$ cat src/motor_fader_position_controller_defines.svh
// Assertion macros for the motor fader position controller.
// Used by files that assert; no other dependencies.
`ifndef MOTOR_FADER_POSITION_CONTROLLER_DEFINES_SVH
`define MOTOR_FADER_POSITION_CONTROLLER_DEFINES_SVH

// Same-cycle implication, checked outside reset.
`define MFPC_ASSERT_NOW(label, clk, rst_n, ante, cons) \
    label: assert property (@(posedge clk) disable iff (!(rst_n)) (ante) |-> (cons)) \
        else $error("%m: check failed");

// Next-cycle implication, checked outside reset.
`define MFPC_ASSERT_NEXT(label, clk, rst_n, ante, cons) \
    label: assert property (@(posedge clk) disable iff (!(rst_n)) (ante) |=> (cons)) \
        else $error("%m: check failed");

`endif

$ cat src/mfpc_pkg.sv
// Constants and codes for the motor fader position controller.
// No dependencies.
`default_nettype none

package mfpc_pkg;

    // parameter defaults
    localparam int FADER_COUNT_DEF   = 16;
    localparam int POSITION_BITS_DEF = 12;

    // item operations
    localparam logic [2:0] OP_TICK        = 3'd0;
    localparam logic [2:0] OP_MOVE        = 3'd1;
    localparam logic [2:0] OP_DIRECT      = 3'd2;
    localparam logic [2:0] OP_SUSPEND     = 3'd3;
    localparam logic [2:0] OP_TOUCH_RESET = 3'd4;

    // drive directions
    localparam logic [1:0] DIR_STANDBY = 2'd0;
    localparam logic [1:0] DIR_UP      = 2'd1;
    localparam logic [1:0] DIR_DOWN    = 2'd2;
    localparam logic [1:0] DIR_INVALID = 2'd3;

    // configuration register indexes
    localparam logic [2:0] CFG_MOTOR_DEADBAND  = 3'd0;
    localparam logic [2:0] CFG_PWM_PERIOD      = 3'd1;
    localparam logic [2:0] CFG_DUTY_UP         = 3'd2;
    localparam logic [2:0] CFG_DUTY_DOWN       = 3'd3;
    localparam logic [2:0] CFG_SAMPLE_DEADBAND = 3'd4;

    // configuration reset values
    localparam logic [7:0]  MOTOR_DEADBAND_RST  = 8'd31;
    localparam logic [7:0]  PWM_PERIOD_RST      = 8'd3;
    localparam logic [7:0]  DUTY_UP_RST         = 8'd1;
    localparam logic [7:0]  DUTY_DOWN_RST       = 8'd1;
    localparam logic [11:0] SAMPLE_DEADBAND_RST = 12'd7;

    // counter reloads and position limits
    localparam logic [4:0]  REPEAT_RELOAD  = 5'd31;
    localparam logic [7:0]  TIMEOUT_RELOAD = 8'd255;
    localparam logic [7:0]  HOLD_RELOAD    = 8'd255;
    localparam logic [11:0] FAST_LIMIT     = 12'd500;
    localparam logic [11:0] LOW_END        = 12'h01f;
    localparam logic [11:0] SLOW_ZONE      = 12'h180;

    // dynamic deadband steps
    localparam logic [4:0] REP_STEP_1 = 5'd4;
    localparam logic [4:0] REP_STEP_2 = 5'd8;
    localparam logic [4:0] REP_STEP_3 = 5'd16;
    localparam logic [7:0] BAND_1     = 8'd16;
    localparam logic [7:0] BAND_2     = 8'd32;
    localparam logic [7:0] BAND_3     = 8'd64;

endpackage

`default_nettype wire

$ cat src/motor_fader_position_controller.sv
// Motor fader position controller: per-fader state table in one memory.
// Depends on mfpc_pkg and motor_fader_position_controller_defines.svh.
//
// Usage: each input beat (i_valid/o_ready) names a fader and an operation:
// tick, move target, direct drive, suspend set/clear or touch reset. Every
// beat gives one result beat (o_valid/i_ready) with the fader's drive, the
// keep-change flag, suspend state and an error flag for a missing fader.
// Configuration is a plain write port (i_cfg_we, i_cfg_idx, i_cfg_data),
// shared by all faders; write it only while no beat is in flight.
// An accepted beat enters the working stage, then the result register once
// that is free or emptying. Throughput: one beat per cycle while results
// are taken. The fader's table entry is read in the accept cycle and
// written back when the working stage advances; a beat on the same fader
// right behind takes the new entry from a forwarding register.
// Reset: all table entries read as zero through per-entry valid bits, and
// the configuration returns to its defaults; no clearing pass is needed.
// Receiver stall: the result register holds, the working stage holds
// behind it, and o_ready drops only when both are full.
`default_nettype none
`include "motor_fader_position_controller_defines.svh"

module motor_fader_position_controller import mfpc_pkg::*; #(
    parameter int FADER_COUNT   = FADER_COUNT_DEF,
    parameter int POSITION_BITS = POSITION_BITS_DEF
) (
    input  wire logic        i_clk,
    input  wire logic        i_rst_n,
    // configuration
    input  wire logic        i_cfg_we,
    input  wire logic [2:0]  i_cfg_idx,
    input  wire logic [11:0] i_cfg_data,
    // input channel
    input  wire logic        i_valid,
    output logic             o_ready,
    input  wire logic [2:0]  i_op,
    input  wire logic [4:0]  i_fader,
    input  wire logic [11:0] i_position,
    input  wire logic [11:0] i_sample_change,
    input  wire logic [1:0]  i_drive_request,
    input  wire logic        i_suspend_flag,
    // result channel
    output logic             o_valid,
    input  wire logic        i_ready,
    output logic [4:0]       o_fader_out,
    output logic             o_drive_up,
    output logic             o_drive_down,
    output logic             o_keep_change,
    output logic             o_is_suspended,
    output logic             o_error
);

    localparam int AW = (FADER_COUNT > 1) ? $clog2(FADER_COUNT) : 1;
    localparam int TW = (POSITION_BITS < 12) ? POSITION_BITS : 12;
    localparam logic [5:0] FADER_LIMIT = 6'(FADER_COUNT);

    typedef struct packed {
        logic [TW-1:0] target;
        logic [4:0]    rep;
        logic [7:0]    tmo;
        logic [7:0]    hold;
        logic [7:0]    pwm;
        logic [1:0]    dir;
        logic          susp;
        logic          direct;
    } t_entry;

    // configuration
    logic [7:0]  r_motor_deadband;
    logic [7:0]  r_pwm_period;
    logic [7:0]  r_duty_up;
    logic [7:0]  r_duty_down;
    logic [11:0] r_sample_deadband;

    // state table
    t_entry             r_mem [FADER_COUNT];
    logic [FADER_COUNT-1:0] r_vld;
    t_entry             r_rd_data;
    logic               r_rd_vld;
    logic               r_fwd_hit;
    t_entry             r_fwd_data;

    // working stage
    logic          r_s1_valid;
    logic [2:0]    r_s1_op;
    logic [4:0]    r_s1_fader;
    logic [TW-1:0] r_s1_pos;
    logic [11:0]   r_s1_chg;
    logic [1:0]    r_s1_req;
    logic          r_s1_sus;
    logic          r_s1_inrange;

    // result register
    logic       r_out_valid;
    logic [4:0] r_fader_out;
    logic       r_drive_up;
    logic       r_drive_down;
    logic       r_keep_change;
    logic       r_is_suspended;
    logic       r_error;

    logic          accept;
    logic          in_range;
    logic [AW-1:0] in_addr;
    logic [AW-1:0] s1_addr;
    logic          s1_go;
    logic          s1_write;

    t_entry        cur;
    t_entry        n_entry;
    logic          n_keep;
    logic          tk_idle;
    logic          tk_moving;
    logic          tk_above;
    logic [11:0]   tk_pos;
    logic [11:0]   tk_tgt;
    logic [11:0]   tk_dist;
    logic [7:0]    tk_band;
    logic [7:0]    tk_pwm;
    logic [7:0]    tk_duty;
    logic [1:0]    req;

    assign in_range = {1'b0, i_fader} < FADER_LIMIT;
    assign in_addr  = i_fader[AW-1:0];
    assign s1_addr  = r_s1_fader[AW-1:0];
    assign s1_go    = r_s1_valid && (!r_out_valid || i_ready);
    assign s1_write = s1_go && r_s1_inrange;
    assign o_ready  = !r_s1_valid || s1_go;
    assign accept   = i_valid && o_ready;

    // configuration writes
    always_ff @(posedge i_clk) begin
        if (!i_rst_n) begin
            r_motor_deadband  <= MOTOR_DEADBAND_RST;
            r_pwm_period      <= PWM_PERIOD_RST;
            r_duty_up         <= DUTY_UP_RST;
            r_duty_down       <= DUTY_DOWN_RST;
            r_sample_deadband <= SAMPLE_DEADBAND_RST;
        end else if (i_cfg_we) begin
            case (i_cfg_idx)
                CFG_MOTOR_DEADBAND:  r_motor_deadband  <= i_cfg_data[7:0];
                CFG_PWM_PERIOD:      r_pwm_period      <= i_cfg_data[7:0];
                CFG_DUTY_UP:         r_duty_up         <= i_cfg_data[7:0];
                CFG_DUTY_DOWN:       r_duty_down       <= i_cfg_data[7:0];
                CFG_SAMPLE_DEADBAND: r_sample_deadband <= i_cfg_data;
                default: ;
            endcase
        end
    end

    // table memory: read on accept, write back when the working stage advances
    always_ff @(posedge i_clk) begin
        if (accept && in_range) begin
            r_rd_data <= r_mem[in_addr];
        end
        if (s1_write) begin
            r_mem[s1_addr] <= n_entry;
        end
        if (accept) begin
            r_fwd_data <= n_entry;
        end
    end

    always_ff @(posedge i_clk) begin
        if (!i_rst_n) begin
            r_vld     <= '0;
            r_rd_vld  <= 1'b0;
            r_fwd_hit <= 1'b0;
        end else begin
            if (s1_write) begin
                r_vld[s1_addr] <= 1'b1;
            end
            if (accept) begin
                r_rd_vld  <= in_range && r_vld[in_addr];
                // the write of this cycle is not yet in the read data
                r_fwd_hit <= s1_write && (r_s1_fader == i_fader);
            end
        end
    end

    // working stage control
    always_ff @(posedge i_clk) begin
        if (!i_rst_n) begin
            r_s1_valid <= 1'b0;
        end else if (accept) begin
            r_s1_valid <= 1'b1;
        end else if (s1_go) begin
            r_s1_valid <= 1'b0;
        end
    end

    always_ff @(posedge i_clk) begin
        if (accept) begin
            r_s1_op      <= i_op;
            r_s1_fader   <= i_fader;
            r_s1_pos     <= i_position[TW-1:0];
            r_s1_chg     <= i_sample_change;
            r_s1_req     <= i_drive_request;
            r_s1_sus     <= i_suspend_flag;
            r_s1_inrange <= in_range;
        end
    end

    // read-modify of the fader entry
    always_comb begin
        cur       = r_fwd_hit ? r_fwd_data : (r_rd_vld ? r_rd_data : '0);
        n_entry   = cur;
        n_keep    = 1'b0;
        tk_idle   = 1'b0;
        tk_moving = r_s1_chg > r_sample_deadband;
        tk_pos    = 12'(r_s1_pos);
        tk_tgt    = 12'(cur.target);
        tk_above  = 1'b0;
        tk_dist   = '0;
        tk_band   = '0;
        tk_pwm    = '0;
        tk_duty   = '0;
        req       = (r_s1_req == DIR_INVALID) ? DIR_STANDBY : r_s1_req;

        case (r_s1_op)
            OP_TICK: begin
                if (!cur.direct) begin
                    if (cur.hold != 8'd0) n_entry.hold = cur.hold - 8'd1;
                    if (cur.tmo != 8'd0) n_entry.tmo = cur.tmo - 8'd1;
                    if (cur.susp) begin
                        n_entry.rep = '0;
                        n_entry.tmo = '0;
                    end

                    if (n_entry.rep == 5'd0) begin
                        n_entry.dir = DIR_STANDBY;
                        tk_idle     = 1'b1;
                        if (n_entry.tmo != 8'd0) begin
                            n_entry.target = r_s1_pos;
                        end else if (tk_moving) begin
                            // follow the hand and hold off moves for a while
                            n_entry.target = r_s1_pos;
                            n_entry.hold   = HOLD_RELOAD;
                            n_keep         = 1'b1;
                        end
                    end else if (n_entry.tmo == 8'd0 && !tk_moving) begin
                        n_entry.rep = 5'd1;
                        tk_idle     = 1'b1;
                    end else if (tk_moving) begin
                        n_entry.tmo = TIMEOUT_RELOAD;
                    end

                    if (!tk_idle) begin
                        if (r_s1_chg > FAST_LIMIT) begin
                            n_entry.dir = DIR_STANDBY;
                        end else if (tk_tgt < LOW_END && tk_pos < LOW_END) begin
                            n_entry.dir = DIR_STANDBY;
                            n_entry.rep = n_entry.rep - 5'd1;
                        end else begin
                            tk_above = tk_pos > tk_tgt;
                            tk_dist  = tk_above ? tk_pos - tk_tgt : tk_tgt - tk_pos;
                            if (n_entry.rep < REP_STEP_1) begin
                                tk_band = BAND_1;
                            end else if (n_entry.rep < REP_STEP_2) begin
                                tk_band = BAND_2;
                            end else if (n_entry.rep < REP_STEP_3) begin
                                tk_band = BAND_3;
                            end else begin
                                tk_band = r_motor_deadband;
                            end
                            if (tk_dist <= 12'(tk_band)) begin
                                n_entry.rep = n_entry.rep - 5'd1;
                            end else if (r_pwm_period != 8'd0 && tk_dist < SLOW_ZONE) begin
                                // slow down near the target: drive only part of the period
                                tk_pwm = cur.pwm + 8'd1;
                                if (tk_pwm >= r_pwm_period) tk_pwm = 8'd0;
                                n_entry.pwm = tk_pwm;
                                tk_duty = tk_above ? r_duty_up : r_duty_down;
                                if (tk_pwm > tk_duty) tk_idle = 1'b1;
                            end
                            if (tk_idle) begin
                                n_entry.dir = DIR_STANDBY;
                            end else begin
                                n_entry.dir = tk_above ? DIR_UP : DIR_DOWN;
                            end
                        end
                    end
                end
            end
            OP_MOVE: begin
                if (cur.hold == 8'd0) begin
                    n_entry.target = r_s1_pos;
                    n_entry.rep    = REPEAT_RELOAD;
                    n_entry.tmo    = TIMEOUT_RELOAD;
                end
            end
            OP_DIRECT: begin
                n_entry.dir    = req;
                n_entry.direct = req != DIR_STANDBY;
            end
            OP_SUSPEND: begin
                if (r_s1_sus) begin
                    n_entry.susp = 1'b1;
                end else begin
                    n_entry.susp = 1'b0;
                    n_entry.hold = HOLD_RELOAD;
                end
            end
            OP_TOUCH_RESET: begin
                n_entry.hold = 8'd0;
            end
            default: ;
        endcase
    end

    // result register
    always_ff @(posedge i_clk) begin
        if (!i_rst_n) begin
            r_out_valid <= 1'b0;
        end else if (s1_go) begin
            r_out_valid <= 1'b1;
        end else if (i_ready) begin
            r_out_valid <= 1'b0;
        end
    end

    always_ff @(posedge i_clk) begin
        if (s1_go) begin
            r_fader_out    <= r_s1_fader;
            r_drive_up     <= r_s1_inrange && (n_entry.dir == DIR_UP);
            r_drive_down   <= r_s1_inrange && (n_entry.dir == DIR_DOWN);
            r_keep_change  <= r_s1_inrange && n_keep;
            r_is_suspended <= r_s1_inrange && n_entry.susp;
            r_error        <= !r_s1_inrange;
        end
    end

    assign o_valid        = r_out_valid;
    assign o_fader_out    = r_fader_out;
    assign o_drive_up     = r_drive_up;
    assign o_drive_down   = r_drive_down;
    assign o_keep_change  = r_keep_change;
    assign o_is_suspended = r_is_suspended;
    assign o_error        = r_error;

    // checks
    `MFPC_ASSERT_NOW(a_err_quiet, i_clk, i_rst_n, o_valid && o_error,
        !o_drive_up && !o_drive_down && !o_keep_change && !o_is_suspended)
    `MFPC_ASSERT_NOW(a_one_dir, i_clk, i_rst_n, o_valid, !(o_drive_up && o_drive_down))
    `MFPC_ASSERT_NEXT(a_s1_hold, i_clk, i_rst_n, r_s1_valid && !s1_go,
        r_s1_valid && $stable(r_s1_fader) && $stable(r_s1_op))
    `MFPC_ASSERT_NEXT(a_fwd_set, i_clk, i_rst_n,
        accept && s1_write && (r_s1_fader == i_fader), r_fwd_hit && r_s1_inrange)
    `MFPC_ASSERT_NOW(a_keep_tick, i_clk, i_rst_n, r_s1_valid && (r_s1_op != OP_TICK),
        !n_keep)

endmodule

`default_nettype wire
$ cat config.mk
export PLATFORM = sky130hd
export DESIGN_NAME = motor_fader_position_controller
export DESIGN_NICKNAME = d
export VERILOG_FILES = /design/src/mfpc_pkg.sv /design/src/motor_fader_position_controller.sv
export VERILOG_INCLUDE_DIRS = /design/src /design/src/src
export SDC_FILE = /design/constraint.sdc
export NUM_CORES = 1
export LEC_CHECK = 0
export CAP_MARGIN = 30
export CORE_MARGIN = 2
export CORE_UTILIZATION = 25
export CTS_CLUSTER_SIZE = 20
export DETAILED_ROUTE_END_ITERATION = 6
export DONT_BUFFER_PORTS = 1
export GPL_ROUTABILITY_DRIVEN = 0
export PLACE_DENSITY = 0.47
export SLEW_MARGIN = 20
export SYNTH_ARGS = -nofsm -noshare
export SYNTH_HDL_FRONTEND = slang
export SYNTH_SLANG_ARGS = --single-unit
$ cat constraint.sdc
create_clock -name i_clk -period 7.6 [get_ports i_clk]
set_input_delay 0 -clock i_clk [delete_from_list [all_inputs] [get_ports i_clk]]
set_output_delay 0 -clock i_clk [all_outputs]
set_load 0.05 [all_outputs]
==> results.toml <==
[setup_path]
arrival_ps = 7520
startpoint_type = "register"
cp_slowest_stage_delay_ps = 740
cp_top_family = "compound AO/OA/AOI/OAI gates"
crit_type = "register to register"
cp_slowest_cell = "o41ai_1"
endpoint_kind = "register"
crit_buf_inv = 5
path_cells = "buf_4 -> a22o_1 -> inv_1 -> ha_1 -> inv_1 -> a221o_1 -> or4_1 -> a21oi_1 -> a211o_1 -> nor3_1 -> buf_4 -> nor2_1 -> nand3_1 -> ha_1 -> nor2b_1 -> o21ai_0 -> nand2b_1 -> a211oi_1 -> nor2_1 -> or2_2 -> o41ai_1 -> mux2i_1 -> a22oi_1 -> buf_2"
crit_path_max_fanout = 34
crit_required_ps = 8090

[yosys]
netlist_instances = 2112
synth_xor_area_share_pct = 0.505
synth_compound_area_share_pct = 5.97
avgSynthCellArea_um2 = 18.1
synthArstFlopShare_pct = 0
yosys.area.top_type = "edfxtp_1"
ys_warn_count = 0
synth.distinct_cells = 78
synth_top_family_by_area = "multiplexers"
synth_seq_cells = 920
synthesis.nets = 2234
syn_area_mm2 = 0.0382
synth_edf_count = 856
synthAdderAreaFrac_pct = 2.24
synthDominantCellAreaShare_pct = 67.4
muxShareOfSynthArea_pct = 14.1
ys_top_cells_by_area = "edfxtp_1, mux4_2, dfxtp_1"
synthSimpleGateAreaFrac_pct = 4.36
ys_seq_area_share_pct = 70.7
yosys_most_used_dff = "edfxtp_1"

[layout]
fill_cells = 14880
drive_above_1_share_pct = 20.7
area_growth_syn_to_layout_pct = 19.0
final_util_pct = 29.9
final_cell_mix = "edfxtp_1, mux4_2, nand2_1"
nNetsFinal = 2396
final_common_cell = "edfxtp_1"

[min_path]
hold_class = "input port to register"

[job]
cap_violations = 0

[global_route]
grt_start_max_net_pins = 121
grt_pass1_vias = 21540
gr-total-overflow = 0
grt_usage_pct = 13.2
antenna_found_initial = 10
grt_pass1_wl_um = 152000

[power]
power_mw = 11.2
power_frac_comb_pct = 5.8
p_clk_share_pct = 43.6
pwr_density_cell_mw_per_mm2 = 247
p_sw_share_pct = 21.6
p_sw_mw = 2.42
power_leakage_nw = 14.7
intPower_mw = 8.81
ir_drop_uv = 169
power_frac_seq_pct = 50.5

[detailed_routing]
drc = 0
drt_pass1_iterations = 6
drt_iter0_drc = 1865
vias_per_cell = 4.72
ant_nets = 0
wirelength_um = 104000
vias = 20731
wl_per_cell_um = 23.7

[timing]
post-route-period-util_pct = 92.4
finalCriticalPeriod_ps = 7020
holdWs_ps = 30.2
skew_ps = 32.9
max_clock_freq_ghz = 0.142
worst_pin_slew_ps = 991
setup_viol = 0
slew_headroom_pct = 33.5
setup_tns_ps = 0
final_max_slew_viol_count = 0
hold_viol_final = 0
rsz0062_at_grt = "false"

[cts]
cts_tree = "built"
insertion_delay_ps = 680
clkTransAtPathRegs_ps = 60
clockBufferDepth = 3
cts_root_buf = "clkbuf_16"
cts_sinks = 920
h-tree-depth = 3
cts-buffers-inserted = 101
cts_resized = 0
cts_setup_buffers = 0
hold_buffers = 104

[floorplan]
die-area_mm2 = 0.156
rows = 143
initial_core_util_pct = 25.2
fp.dieH_um = 395
die_w_um = 395
io_pins = 67
core_region_area_mm2 = 0.152

[placed_design]
dpl.hpwl_um = 54800
io_buffers = 0

[run_status]
status = "complete, no violations"
-- area by class of cell --
type | count | area, um2 | area share (%)
inverters | 69 | 262 | 0.576
clock inverters | 60 | 576 | 1.27
clock buffers | 131 | 2770 | 6.09
flip-flops and latches | 920 | 27000 | 59.4
multi-input cells | 1012 | 10500 | 23.2
well taps | 2030 | 2540 | 5.59
repair buffers | 170 | 1740 | 3.83
diodes | 4 | 10.0 | 0.0220
-- registers in the layout, summed over array words and instances, names as in the netlist, 5 cells and up --
signal             cells
r_mem                720
r_fwd_data            45
r_pwm_period           8
r_duty_up              8
o_fader_out            5
r_motor_deadband       8
r_duty_down            8
r_rd_data             45
r_s1_chg              12
r_sample_deadband     12
r_s1_pos              12
r_s1_fader             5
r_vld                 16
-- power groups by stage --
stage / Combinational, mW / Sequential [mW] / Clock, mW
4_1_cts: 0.656 / 5.68 / 5.03
6_report: 0.653 / 5.68 / 4.90
3_5_place_dp: 0.519 / 5.78 / 0
3_3_place_gp: 0.502 / 5.79 / 0
5_1_grt: 0.710 / 5.68 / 5.23
2_1_floorplan: 0.429 / 5.77 / 0
-- cells in the mapped netlist, types with 22 or more instances --
library cell	instances
a21boi_0	34
a21oi_1	49
a22o_1	22
a22oi_1	25
clkbuf_1	61
dfxtp_1	64
edfxtp_1	856
ha_1	65
inv_1	69
mux4_2	229
nand2_1	149
nand3_1	25
nor2_1	49
o21a_1	32
o21ai_0	61
-- per-stage QoR --
stage,instances,instance area (um2),setup WS (ps)
final,4396,45400,576
after global placement,4081,40700,617
after CTS,4387,45300,346
after detailed placement,4092,40800,335
after global routing,4395,45400,153
after floorplan,2112,38200,1170
-- worst reg2reg max path, cell delays in order (launching register included) --
cell,delay (ps)
dfxtp_2,440
buf_4,310
a22o_1,330
inv_1,80
ha_1,190
inv_1,80
a221o_1,380
or4_1,640
a21oi_1,250
a211o_1,220
nor3_1,60
buf_4,220
nor2_1,420
nand3_1,140
ha_1,320
nor2b_1,130
o21ai_0,140
nand2b_1,80
a211oi_1,250
nor2_1,90
or2_2,330
o41ai_1,740
mux2i_1,180
a22oi_1,530
buf_2,320
-- cells by family (layout without fill, tap and decap cells) --
logic type / Yosys count / in the layout
flops: 920 / 920
mux: 250 / 250
buf+inv: 180 / 430
xor+xnor: 22 / 22
compound gates: 330 / 330
simple gates: 343 / 343
other cells: 0 / 4
fa+ha+maj: 67 / 67
-- path summary, 6_finish.rpt --
path | from | endpoint | slack (ps) | depth (start not counted)
max reg2reg | r_fwd_hit$_SDFFE_PN0P_ | r_mem[5][28]$_DFFE_PP_ | 580 | 24
max | r_fwd_hit$_SDFFE_PN0P_ | r_mem[5][28]$_DFFE_PP_ | 580 | 24
min reg2reg | r_sample_deadband[7]$_SDFFE_PN0P_ | r_sample_deadband[7]$_SDFFE_PN0P_ | 460 | 2
min | i_fader[3] | r_rd_vld$_SDFFE_PN0P_ | 30 | 4
-- metal layers --
metal	up-vias	GRT usage [%]	share of wire, %
li1	8923	-	-
met1	11003	17.9	45
met2	636	21.8	48
met3	167	2.16	5.2
met4	2	3.60	2.1
met5	-	0	0.012
No activity file was read; power rests on OpenSTA's default activity.
